$ cat config.mk
export PLATFORM = sky130hd
export DESIGN_NAME = packet_id_gap_reporter_top
export DESIGN_NICKNAME = d
export VERILOG_FILES = /design/src/hw/rtl/pgr_pkg.sv /design/src/hw/rtl/pgr_gather.sv /design/src/hw/rtl/packet_id_gap_reporter_top.sv
export SDC_FILE = /design/constraint.sdc
export NUM_CORES = 1
export LEC_CHECK = 0
export BUFFER_PORTS_ARGS = -buffer_cell sky130_fd_sc_hd__buf_2
export CORE_UTILIZATION = 60
export CTS_CLUSTER_DIAMETER = 60
export DETAILED_ROUTE_END_ITERATION = 7
export GPL_TIMING_DRIVEN = 0
export PLACE_DENSITY_LB_ADDON = 0.1
export SLEW_MARGIN = 10
export SYNTH_ARGS = -nofsm -noshare
export SYNTH_HDL_FRONTEND = slang
export SYNTH_SLANG_ARGS = --single-unit
$ cat constraint.sdc
create_clock -name i_clk -period 5.14 [get_ports i_clk]
set_input_delay 1.542 -clock i_clk [delete_from_list [all_inputs] [get_ports i_clk]]
set_output_delay 1.542 -clock i_clk [all_outputs]
set_load 0.03 [all_outputs]
$ cat src/hw/rtl/pgr_pkg.sv
// Shared constants and types for the packet ID gap reporter.
// No dependencies; used by every module of the block.
package pgr_pkg;

    localparam int NUM_IDS     = 128;
    localparam int ID_W        = $clog2(NUM_IDS);
    localparam int MAX_RESULTS = 64;
    localparam int RES_CNT_W   = $clog2(MAX_RESULTS + 1);

    localparam int BYTE_W      = 8;
    localparam int COUNT_W     = 16;
    localparam int CFG_IDX_W   = 1;
    localparam int CFG_DATA_W  = 8;

    // Configuration register indexes
    localparam logic [CFG_IDX_W-1:0] REG_TYPE_MASK     = 1'd0;
    localparam logic [CFG_IDX_W-1:0] REG_TRACK_CONTROL = 1'd1;

    localparam logic [BYTE_W-1:0] TYPE_MASK_RST = 8'h80;

    // Input commands
    localparam logic CMD_BYTE = 1'b0;
    localparam logic CMD_EOS  = 1'b1;

    typedef struct packed {
        logic [COUNT_W-1:0] packet_count;
        logic [ID_W-1:0]    largest_id;
        logic [BYTE_W-1:0]  largest_payload;
    } t_summary;

endpackage

$ cat src/hw/rtl/pgr_gather.sv
// Packet parser plus gathered state: seen-ID store, packet count, largest ID/payload.
// Depends on pgr_pkg. Clear pulse from the report sequencer resets the counters and
// starts a clearing pass over the seen-ID store.
module pgr_gather (
    input  logic                        i_clk,
    input  logic                        i_rst_n,
    input  logic                        i_byte_vld,
    input  logic [pgr_pkg::BYTE_W-1:0]  i_byte,
    input  logic [pgr_pkg::BYTE_W-1:0]  i_type_mask,
    input  logic                        i_track_control,
    input  logic                        i_clear,
    input  logic [pgr_pkg::ID_W-1:0]    i_rd_idx,
    output logic                        o_rd_seen,
    output logic                        o_busy,
    output pgr_pkg::t_summary           o_sum
);
    import pgr_pkg::*;

    typedef enum logic [1:0] {
        PH_HEADER,
        PH_ID,
        PH_SKIP
    } t_phase;

    t_phase              r_phase;
    logic [BYTE_W-1:0]   r_skip_left;
    logic                r_kind;
    logic [BYTE_W-1:0]   r_payload;
    logic [COUNT_W-1:0]  r_count;
    logic [ID_W-1:0]     r_largest_id;
    logic [BYTE_W-1:0]   r_largest_payload;

    logic                r_seen_mem [NUM_IDS];
    logic                r_rd_seen;
    logic                r_clr_busy;
    logic [ID_W-1:0]     r_clr_idx;

    logic                hdr_ctrl;
    logic                tracked;
    logic                id_in_range;
    logic [ID_W-1:0]     id_val;
    logic                seen_we;

    assign hdr_ctrl    = |(i_byte & i_type_mask);
    assign tracked     = (r_kind == i_track_control);
    assign id_in_range = ({1'b0, i_byte} < (BYTE_W+1)'(NUM_IDS));
    assign id_val      = i_byte[ID_W-1:0];
    assign seen_we     = i_byte_vld && (r_phase == PH_ID) && tracked && id_in_range;

    always_ff @(posedge i_clk) begin
        if (!i_rst_n || i_clear) begin
            r_phase           <= PH_HEADER;
            r_skip_left       <= '0;
            r_kind            <= 1'b0;
            r_payload         <= '0;
            r_count           <= '0;
            r_largest_id      <= '0;
            r_largest_payload <= '0;
        end else if (i_byte_vld) begin
            unique case (r_phase)
                PH_HEADER: begin
                    r_kind <= hdr_ctrl;
                    if (!hdr_ctrl) begin
                        r_payload <= i_byte;
                    end
                    r_phase <= PH_ID;
                end
                PH_ID: begin
                    if (tracked) begin
                        if (r_count != '1) begin
                            r_count <= r_count + 1'b1;
                        end
                        if (id_in_range) begin
                            if (id_val > r_largest_id) begin
                                r_largest_id <= id_val;
                            end
                        end
                        if (!r_kind && (r_payload > r_largest_payload)) begin
                            r_largest_payload <= r_payload;
                        end
                    end
                    if (!r_kind && (r_payload != '0)) begin
                        r_skip_left <= r_payload;
                        r_phase     <= PH_SKIP;
                    end else begin
                        r_phase <= PH_HEADER;
                    end
                end
                PH_SKIP: begin
                    if (r_skip_left > 8'd1) begin
                        r_skip_left <= r_skip_left - 1'b1;
                    end else begin
                        r_skip_left <= '0;
                        r_phase     <= PH_HEADER;
                    end
                end
                default: begin
                    r_phase <= PH_HEADER;
                end
            endcase
        end
    end

    // clearing pass: one entry per cycle over all NUM_IDS entries, after reset and after each report
    always_ff @(posedge i_clk) begin
        if (!i_rst_n || i_clear) begin
            r_clr_busy <= 1'b1;
            r_clr_idx  <= '0;
        end else if (r_clr_busy) begin
            r_clr_idx <= r_clr_idx + 1'b1;
            if (r_clr_idx == ID_W'(NUM_IDS - 1)) begin
                r_clr_busy <= 1'b0;
            end
        end
    end

    always_ff @(posedge i_clk) begin
        if (r_clr_busy) begin
            r_seen_mem[r_clr_idx] <= 1'b0;
        end else if (seen_we) begin
            r_seen_mem[id_val] <= 1'b1;
        end
        r_rd_seen <= r_seen_mem[i_rd_idx];
    end

    assign o_rd_seen             = r_rd_seen;
    assign o_busy                = r_clr_busy;
    assign o_sum.packet_count    = r_count;
    assign o_sum.largest_id      = r_largest_id;
    assign o_sum.largest_payload = r_largest_payload;

endmodule

$ cat src/hw/rtl/packet_id_gap_reporter_top.sv
// Packet ID gap reporter: top level with config registers, report sequencer
// and result register. Depends on pgr_pkg and pgr_gather.
//
// Usage:
//   Input channel (i_valid / o_stall, fields i_cmd, i_stream_byte): cmd 0 feeds one
//   stream byte, cmd 1 ends the stream and starts a report. Bytes are taken one per
//   cycle while o_stall is low and produce no result.
//   Output channel (o_valid / i_stall): one result per missing-ID run below the
//   largest ID, each carrying the packet count, largest ID and largest payload;
//   o_last_of_report marks the final one. With no runs a single result with
//   o_has_range low is sent. At most 64 results per report.
//   Config channel (i_cfg_valid / o_cfg_ready, always ready): index 0 type_mask,
//   index 1 track_control. Write only while idle.
// Timing: the walk tests one seen flag per cycle while the output slot is free, from
//   index 0 up to largest_id at most, and then sends the final result; the first result
//   is registered from S_SCAN or S_FINAL after the end-of-stream transfer. A stalled
//   result holds in the output register and freezes the walk. The seen-ID store is
//   then cleared one entry per cycle, all 128 entries; o_stall stays high throughout.
// Reset (synchronous, active low) sets type_mask 0x80, track_control 0, clears
//   parser and counters and starts the same clearing pass over all 128 entries.
module packet_id_gap_reporter_top (
    input  logic                           i_clk,
    input  logic                           i_rst_n,
    input  logic                           i_valid,
    output logic                           o_stall,
    input  logic                           i_cmd,
    input  logic [pgr_pkg::BYTE_W-1:0]     i_stream_byte,
    output logic                           o_valid,
    input  logic                           i_stall,
    output logic [pgr_pkg::COUNT_W-1:0]    o_packet_count,
    output logic [pgr_pkg::ID_W-1:0]       o_largest_id,
    output logic [pgr_pkg::BYTE_W-1:0]     o_largest_payload,
    output logic                           o_has_range,
    output logic [pgr_pkg::ID_W-1:0]       o_range_start,
    output logic [pgr_pkg::ID_W-1:0]       o_range_end,
    output logic                           o_last_of_report,
    input  logic                           i_cfg_valid,
    output logic                           o_cfg_ready,
    input  logic [pgr_pkg::CFG_IDX_W-1:0]  i_cfg_index,
    input  logic [pgr_pkg::CFG_DATA_W-1:0] i_cfg_data
);
    import pgr_pkg::*;

    typedef enum logic [1:0] {
        S_IDLE,
        S_SCAN,
        S_FINAL
    } t_state;

    t_state               r_state;
    logic [BYTE_W-1:0]    r_type_mask;
    logic                 r_track_control;

    logic [ID_W-1:0]      r_idx;
    logic                 r_in_run;
    logic [ID_W-1:0]      r_run_start;
    logic                 r_have_buf;
    logic [ID_W-1:0]      r_buf_start;
    logic [ID_W-1:0]      r_buf_end;
    logic [RES_CNT_W-1:0] r_nres;

    logic                 r_out_valid;
    logic [COUNT_W-1:0]   r_out_count;
    logic [ID_W-1:0]      r_out_largest_id;
    logic [BYTE_W-1:0]    r_out_largest_payload;
    logic                 r_out_has;
    logic [ID_W-1:0]      r_out_start;
    logic [ID_W-1:0]      r_out_end;
    logic                 r_out_last;

    t_summary             sum;
    logic                 rd_seen;
    logic                 clr_busy;
    logic                 in_acc;
    logic                 byte_vld;
    logic                 slot_free;
    logic                 clear;
    logic                 at_end;
    logic                 run_done;
    logic                 run_new;
    logic                 cap_hit;
    logic                 scan_adv;
    logic                 out_load;
    logic [ID_W-1:0]      rd_idx;
    logic [ID_W-1:0]      run_end;
    logic [BYTE_W-1:0]    sum_payload;

    pgr_gather u_gather (
        .i_clk           (i_clk),
        .i_rst_n         (i_rst_n),
        .i_byte_vld      (byte_vld),
        .i_byte          (i_stream_byte),
        .i_type_mask     (r_type_mask),
        .i_track_control (r_track_control),
        .i_clear         (clear),
        .i_rd_idx        (rd_idx),
        .o_rd_seen       (rd_seen),
        .o_busy          (clr_busy),
        .o_sum           (sum)
    );

    assign o_stall     = (r_state != S_IDLE) || clr_busy;
    assign o_cfg_ready = 1'b1;
    assign in_acc      = i_valid && !o_stall;
    assign byte_vld    = in_acc && (i_cmd == CMD_BYTE);
    assign slot_free   = !r_out_valid || !i_stall;
    assign clear       = (r_state == S_FINAL) && slot_free;

    // one step of the walk: compare index against the top, test its flag
    assign at_end   = (r_idx == sum.largest_id);
    assign run_done = r_in_run && (at_end || rd_seen);
    assign run_new  = !r_in_run && !at_end && !rd_seen;
    assign run_end  = r_idx - 1'b1;
    assign cap_hit  = run_done && (r_nres == RES_CNT_W'(MAX_RESULTS - 1));
    assign sum_payload = r_track_control ? '0 : sum.largest_payload;

    // store read is registered, so the address runs one step ahead of r_idx
    assign scan_adv = (r_state == S_SCAN) && slot_free && !at_end && !cap_hit;
    assign rd_idx   = (r_state == S_IDLE) ? '0 : (scan_adv ? r_idx + 1'b1 : r_idx);
    assign out_load = slot_free && (((r_state == S_SCAN) && run_done && r_have_buf)
                                    || (r_state == S_FINAL));

    always_ff @(posedge i_clk) begin
        if (!i_rst_n) begin
            r_type_mask     <= TYPE_MASK_RST;
            r_track_control <= 1'b0;
        end else if (i_cfg_valid && o_cfg_ready) begin
            unique case (i_cfg_index)
                REG_TYPE_MASK:     r_type_mask     <= i_cfg_data;
                REG_TRACK_CONTROL: r_track_control <= i_cfg_data[0];
                default: ;
            endcase
        end
    end

    always_ff @(posedge i_clk) begin
        if (!i_rst_n) begin
            r_state     <= S_IDLE;
            r_idx       <= '0;
            r_in_run    <= 1'b0;
            r_have_buf  <= 1'b0;
            r_nres      <= '0;
            r_out_valid <= 1'b0;
        end else begin
            if (out_load) begin
                r_out_valid <= 1'b1;
            end else if (!i_stall) begin
                r_out_valid <= 1'b0;
            end
            unique case (r_state)
                S_IDLE: begin
                    if (in_acc && (i_cmd == CMD_EOS)) begin
                        r_idx      <= '0;
                        r_in_run   <= 1'b0;
                        r_have_buf <= 1'b0;
                        r_nres     <= '0;
                        r_state    <= S_SCAN;
                    end
                end
                S_SCAN: begin
                    if (slot_free) begin
                        if (run_done) begin
                            // one run held back so the final one can carry the last flag
                            if (r_have_buf) begin
                                r_out_count           <= sum.packet_count;
                                r_out_largest_id      <= sum.largest_id;
                                r_out_largest_payload <= sum_payload;
                                r_out_has             <= 1'b1;
                                r_out_start           <= r_buf_start;
                                r_out_end             <= r_buf_end;
                                r_out_last            <= 1'b0;
                            end
                            r_buf_start <= r_run_start;
                            r_buf_end   <= run_end;
                            r_have_buf  <= 1'b1;
                            r_nres      <= r_nres + 1'b1;
                            r_in_run    <= 1'b0;
                        end
                        if (run_new) begin
                            r_in_run    <= 1'b1;
                            r_run_start <= r_idx;
                        end
                        if (at_end || cap_hit) begin
                            r_state <= S_FINAL;
                        end else begin
                            r_idx <= r_idx + 1'b1;
                        end
                    end
                end
                S_FINAL: begin
                    if (slot_free) begin
                        r_out_count           <= sum.packet_count;
                        r_out_largest_id      <= sum.largest_id;
                        r_out_largest_payload <= sum_payload;
                        r_out_has             <= r_have_buf;
                        r_out_start           <= r_have_buf ? r_buf_start : '0;
                        r_out_end             <= r_have_buf ? r_buf_end : '0;
                        r_out_last            <= 1'b1;
                        r_state               <= S_IDLE;
                    end
                end
                default: begin
                    r_state <= S_IDLE;
                end
            endcase
        end
    end

    assign o_valid           = r_out_valid;
    assign o_packet_count    = r_out_count;
    assign o_largest_id      = r_out_largest_id;
    assign o_largest_payload = r_out_largest_payload;
    assign o_has_range       = r_out_has;
    assign o_range_start     = r_out_start;
    assign o_range_end       = r_out_end;
    assign o_last_of_report  = r_out_last;

endmodule

After elaboration in Yosys (flattened, before gate mapping) --
Memories as Yosys holds them, arrays and structs flattened. A register that Yosys moved wholly into a read port is not among the register bits. Index checks and enable logic that the tools add are counted.
Word-level totals: bits in registers 154, memory bits (writable) 128, output and inout bits 50, word-level logic and storage cells 199, memories kept 1
Operators by class: add/sub/neg operators 6, magnitude comparators 4, equality and inequality tests 20, mux-type cells 78, bitwise gates (word level) 4, reductions and logical operators 59
Memory list:
- u_gather.r_seen_mem | depth 128, width 1, rd ports 1, clocked after Yosys merged registers in 1, wr ports 1, line pgr_gather.sv:33 | logic r_seen_mem [NUM_IDS];
Operator list (count):
- $mux 7 | 22
- $pmux 7 s2 | 5
- $mux 16 | 4
- $mux 8 | 7
- $pmux 16 s2 | 1
- $pmux 8 s2 | 2
- $reduce_and 4->1 | 8
- $mux 1 | 25
- $add 7x1->7 const B | 3
- $logic_and 1x1->1 | 19
- $add 16x1->16 const B | 1
- $ne 16x16->1 const B | 1
- $ne 2x2->1 const B | 7
- $mux 2 | 6
- $pmux 2 s3 | 2
- $logic_not 1->1 | 9
- $and 8x8->8 | 1
- $gt 8x1->1 const B | 1
- $gt 8x8->1 | 1
- $lt 8x8->1 const B | 1
- $pmux 1 s2 | 4
- $reduce_and 2->1 | 4
- $reduce_bool 2->1 | 4
- $reduce_bool 8->1 | 1
- 19 further kinds | 32

Logic depth before layout (Yosys ltp) --
depth after elaboration 13, gate-level depth with buffers 16, mapped depth without buffers 13

Hierarchy --
Synthesis repeated with hierarchy kept, for this count alone.
Second synthesis, totals: cell total of the unflattened synthesis 1116, area total of the unflattened synthesis 12968.7 sq um
By module, submodules not included:
- pgr_gather | times used 1, cells an instance 805, area each 9011.1 sq um, seq. area each 5024.8 sq um
- packet_id_gap_reporter_top | times used 1, cells an instance 311, area each 3957.5 sq um, seq. area each 2602.5 sq um

Worst setup path before layout --
No wires, ideal clock.
path type input -> register, from input port i_cmd, to memory u_gather.r_seen_mem[68] (enable), arrival 3.823 ns, required time 4.839 ns, slack 1.016 ns, stages on the path 11, path buffers 3, path through or3_1 -> buf_2 -> nor2_4 -> nand3_4 -> nor2_8 -> buf_4 -> nand3b_1 -> o21ai_1 -> nand3_1 -> buf_2 -> nor2_1
Between the ends: longest elaborated chain between the ends 10, elaborated cells on any way between the ends 11
Ends and longest elaborated chain:
- start, declared | line packet_id_gap_reporter_top.sv:26 | input logic i_cmd,
- $not 1->1 * | line packet_id_gap_reporter_top.sv:105 | assign byte_vld = in_acc && (i_cmd == CMD_BYTE);
- $logic_and 1x1->1 * | line packet_id_gap_reporter_top.sv:105
- $logic_and 1x1->1 * (3 in series) | line pgr_gather.sv:48 | assign seen_we = i_byte_vld && (r_phase == PH_ID) && tracked && id_in_range;
- $mux 1 * | line pgr_gather.sv:120 | end else if (seen_we) begin
- $mux 1 * | line pgr_gather.sv:118 | if (r_clr_busy) begin
- $mux 1 (implied by the code) * | line pgr_gather.sv:121 | r_seen_mem[id_val] <= 1'b1;
- $reduce_or 1->1 (no source line)
- $mux 7 (no source line) / $mux 1 (equally long branches)
- end, declared | line pgr_gather.sv:33
Every way passes the cells marked *; elsewhere a longest branch is shown, timed or not.

Worst setup path after layout --
from input port i_cmd, to memory u_gather.r_seen_mem[48] (enable)
The elaborated chain is that of the path after synthesis.

==> metrics.md <==
| Metric | Value |
|---|---|
| CORE AREA | `21200 sq um` |
| Clock sinks | `283` |
| Final ANT Viol Nets | `0` |
| Final setup viols | `0` |
| Detailed placement HPWL | `20.1 mm` |
| Detailed Routing Iterations Pass 1 | `7` |
| Antenna Cells | `0` |
| Input/output buffers | `71` |
| Post-synth ARST share | `0%` |
| Die area | `22500 sq um` |
| Crit Path Category | `in -> reg` |
| Vias | `9371` |
| DIE HEIGHT | `150 um` |
| CTS buffer count | `29` |
| First-pass GRT wire length | `46.5 mm` |
| Initial antenna violation count | `0` |
| Routability congestion estimate | `0.868` |
| Worst Skew | `23.1 ps` |
| GRT overflow | `0` |
| Worst-path clk slew | `60 ps` |
| Layout cell share with drive strength beyond 1 | `15.8%` |
| Max-slew violation count | `0` |
| Synth area leader | `edfxtp_1` |
| Via-per-instance ratio | `5.83` |
| Post-synth EDFFs | `196` |
| Synth unique cells | `69` |
| Ys Warns | `0` |
| Leak Pwr | `0.00561 uW` |
| Top-Level Pins | `73` |
| Most frequent cells after synthesis | `nor2_1, edfxtp_1, nand2_1` |
| Hold Slack | `421 ps` |
| Status | `complete, no violations` |
| Syn Area/Cell | `10.9 sq um` |
| Achievable Freq | `210 MHz` |
| TNS Setup | `0 ps` |
| Min Tclk post-route | `4760 ps` |
| # rows | `53` |
| # nets final | `1355` |
| Syn_nets | `1252` |
| Postcts setup bufs | `0` |
| Drt drc | `0` |
| Post-synthesis cell area | `13100 sq um` |
| H-tree levels | `1` |
| Post-cts sizing count | `0` |
| Count leader, synth | `nor2_1` |
| Post-CTS Hold Buffers | `0` |
| Synth-to-Final Area Change | `12.7%` |
| Max FO, Critical Path | `137` |
| Initial drt markers | `876` |
| Top post-synthesis cells by area | `edfxtp_1, dfxtp_1, nor2_1` |
| Vias in the first global route | `8766` |
| Pwr/cell area | `311 nW/um^2` |
| Post-synthesis sequential area ratio | `58.1%` |
| Die width | `150 um` |
| Area after DPL | `13800 sq um` |
| Overall Power | `4600 uW` |
| Wire per inst | `18.5 um` |
| Synthesized instance count | `1207` |
| Setup crit end kind | `register` |
| CTS tree | `built` |
| Max-Cap Viols | `0` |
| Final period utilization | `92.6%` |
| Final cell count without fillers | `1608` |
| Initial Utilization | `61.8%` |
| Max VDD drop | `272 uV` |
| Ys flop type | `edfxtp_1` |
| Final instance area | `14800 sq um` |
| Slew @ Worst Pin | `1170 ps` |
| CP startpoint kind | `input pin` |
| Rel. slew slack | `21.8%` |
| Top cell type's share of synthesized area | `44.9%` |
| Clock latency on the worst-skew pair | `560 ps` |
| Unrepaired setup endpoints after global routing | `false` |
| Req. time, crit path | `5390 ps` |
| Pin count of the biggest net entering global routing | `138` |
| Final Hold Viols | `0` |
| HP Class | `reg -> reg` |
| CP Data Arrival Time | `5010 ps` |
| Overall routed net length | `29.8 mm` |
| All-Layer GR Usage | `27.1%` |
| Root buffer cell | `clkbuf_16` |
| CTS Buffer Depth | `3` |
| Placed Cells | `1554` |
| Yosys reg bits | `283` |
## layout by cell type, fill, tap and decap left out, types with 16 or more instances in the layout
cell type,Yosys,layout
nor2_1,220,220
edfxtp_1,196,196
nand2_1,120,120
buf_2,17,88
dfxtp_1,87,87
mux2i_1,60,60
clkbuf_1,39,41
nand3_1,38,38
o21ai_0,32,32
inv_1,30,30
clkbuf_16,0,29
nor2b_1,23,23
a21oi_1,23,23
xor2_1,22,22
and3_1,23,22
ha_1,22,22
or2_2,17,17
nor3_1,16,16
## registers in the layout, indices dropped and copies added (netlist names), 8 cells and up
signal                      cells
o_largest_payload               8
r_type_mask                     8
u_gather.r_largest_payload      8
u_gather.r_payload              8
u_gather.r_seen_mem           128
u_gather.r_skip_left            8
o_packet_count                 16
u_gather.r_count               16
## routing by layer
metal | track usage (%) | wire length, um | up-vias
li1 | - | - | 4437
met1 | 36.5 | 12600 | 4487
met2 | 43.9 | 13900 | 372
met3 | 4.70 | 2390 | 75
met4 | 10.0 | 860 | 0
met5 | 0 | 0 | -
## cell type report
| class | instances | area (sq um) |
|---|---|---|
| fill | 1583 | 6430 |
| inverter | 30 | 113 |
| clock buffer | 34 | 774 |
| timing repair buffer | 72 | 375 |
| tap | 275 | 344 |
| multi-input combinational | 816 | 4940 |
| sequential | 283 | 7630 |
| clock inverter | 20 | 171 |
| buffer | 78 | 438 |
## where the power goes
group / internal [uW] / switching (uW) / leakage (uW) / total, uW
combinational: 34.5 / 80.7 / 0.00254 / 115
sequential: 2410 / 5.25 / 0.00260 / 2420
clock: 1180 / 881 / 0.000468 / 2060
total: 3630 / 967 / 0.00561 / 4600
## path summary, 6_finish.rpt
check	slack [ps]	end	cells past startpoint	from
setup / recovery	380	u_gather.r_seen_mem[48]$_DFFE_PP_	11	i_cmd
hold / removal	420	r_buf_start[6]$_DFFE_PP_	0	r_run_start[6]$_DFFE_PP_
setup reg to reg	680	u_gather.r_seen_mem[48]$_DFFE_PP_	13	r_state[0]$_SDFFE_PN0P_
hold reg to reg	420	r_buf_start[6]$_DFFE_PP_	0	r_run_start[6]$_DFFE_PP_
## metrics by stage
stage	util [%]	setup slack [ps]
final	69.7	383
after global routing	69.7	112
after global placement	65.1	-6.00
after CTS	69.7	434
after floorplan	-	1020
after detailed placement	65.2	-121
## cells by family after synthesis
kind of cell | after synthesis | share of synthesized area [%]
fa+ha+maj | 22 | 2.10
compound gates | 158 | 8.14
flops | 283 | 58.1
xor+xnor | 36 | 2.57
other cells | 1 | 0.0286
mux | 76 | 6.12
buf+inv | 108 | 4.20
simple gates | 523 | 18.7
## worst max-delay path: stages
cell and delay, ps:
buf_2 110, or3_1 460, buf_2 210, nor2_4 110, nand3_4 170, nor2_8 210, buf_4 900, a31oi_1 430
or2_2 380, clkbuf_1 250, nor2_1 170
(Power assumes the default switching activity.)
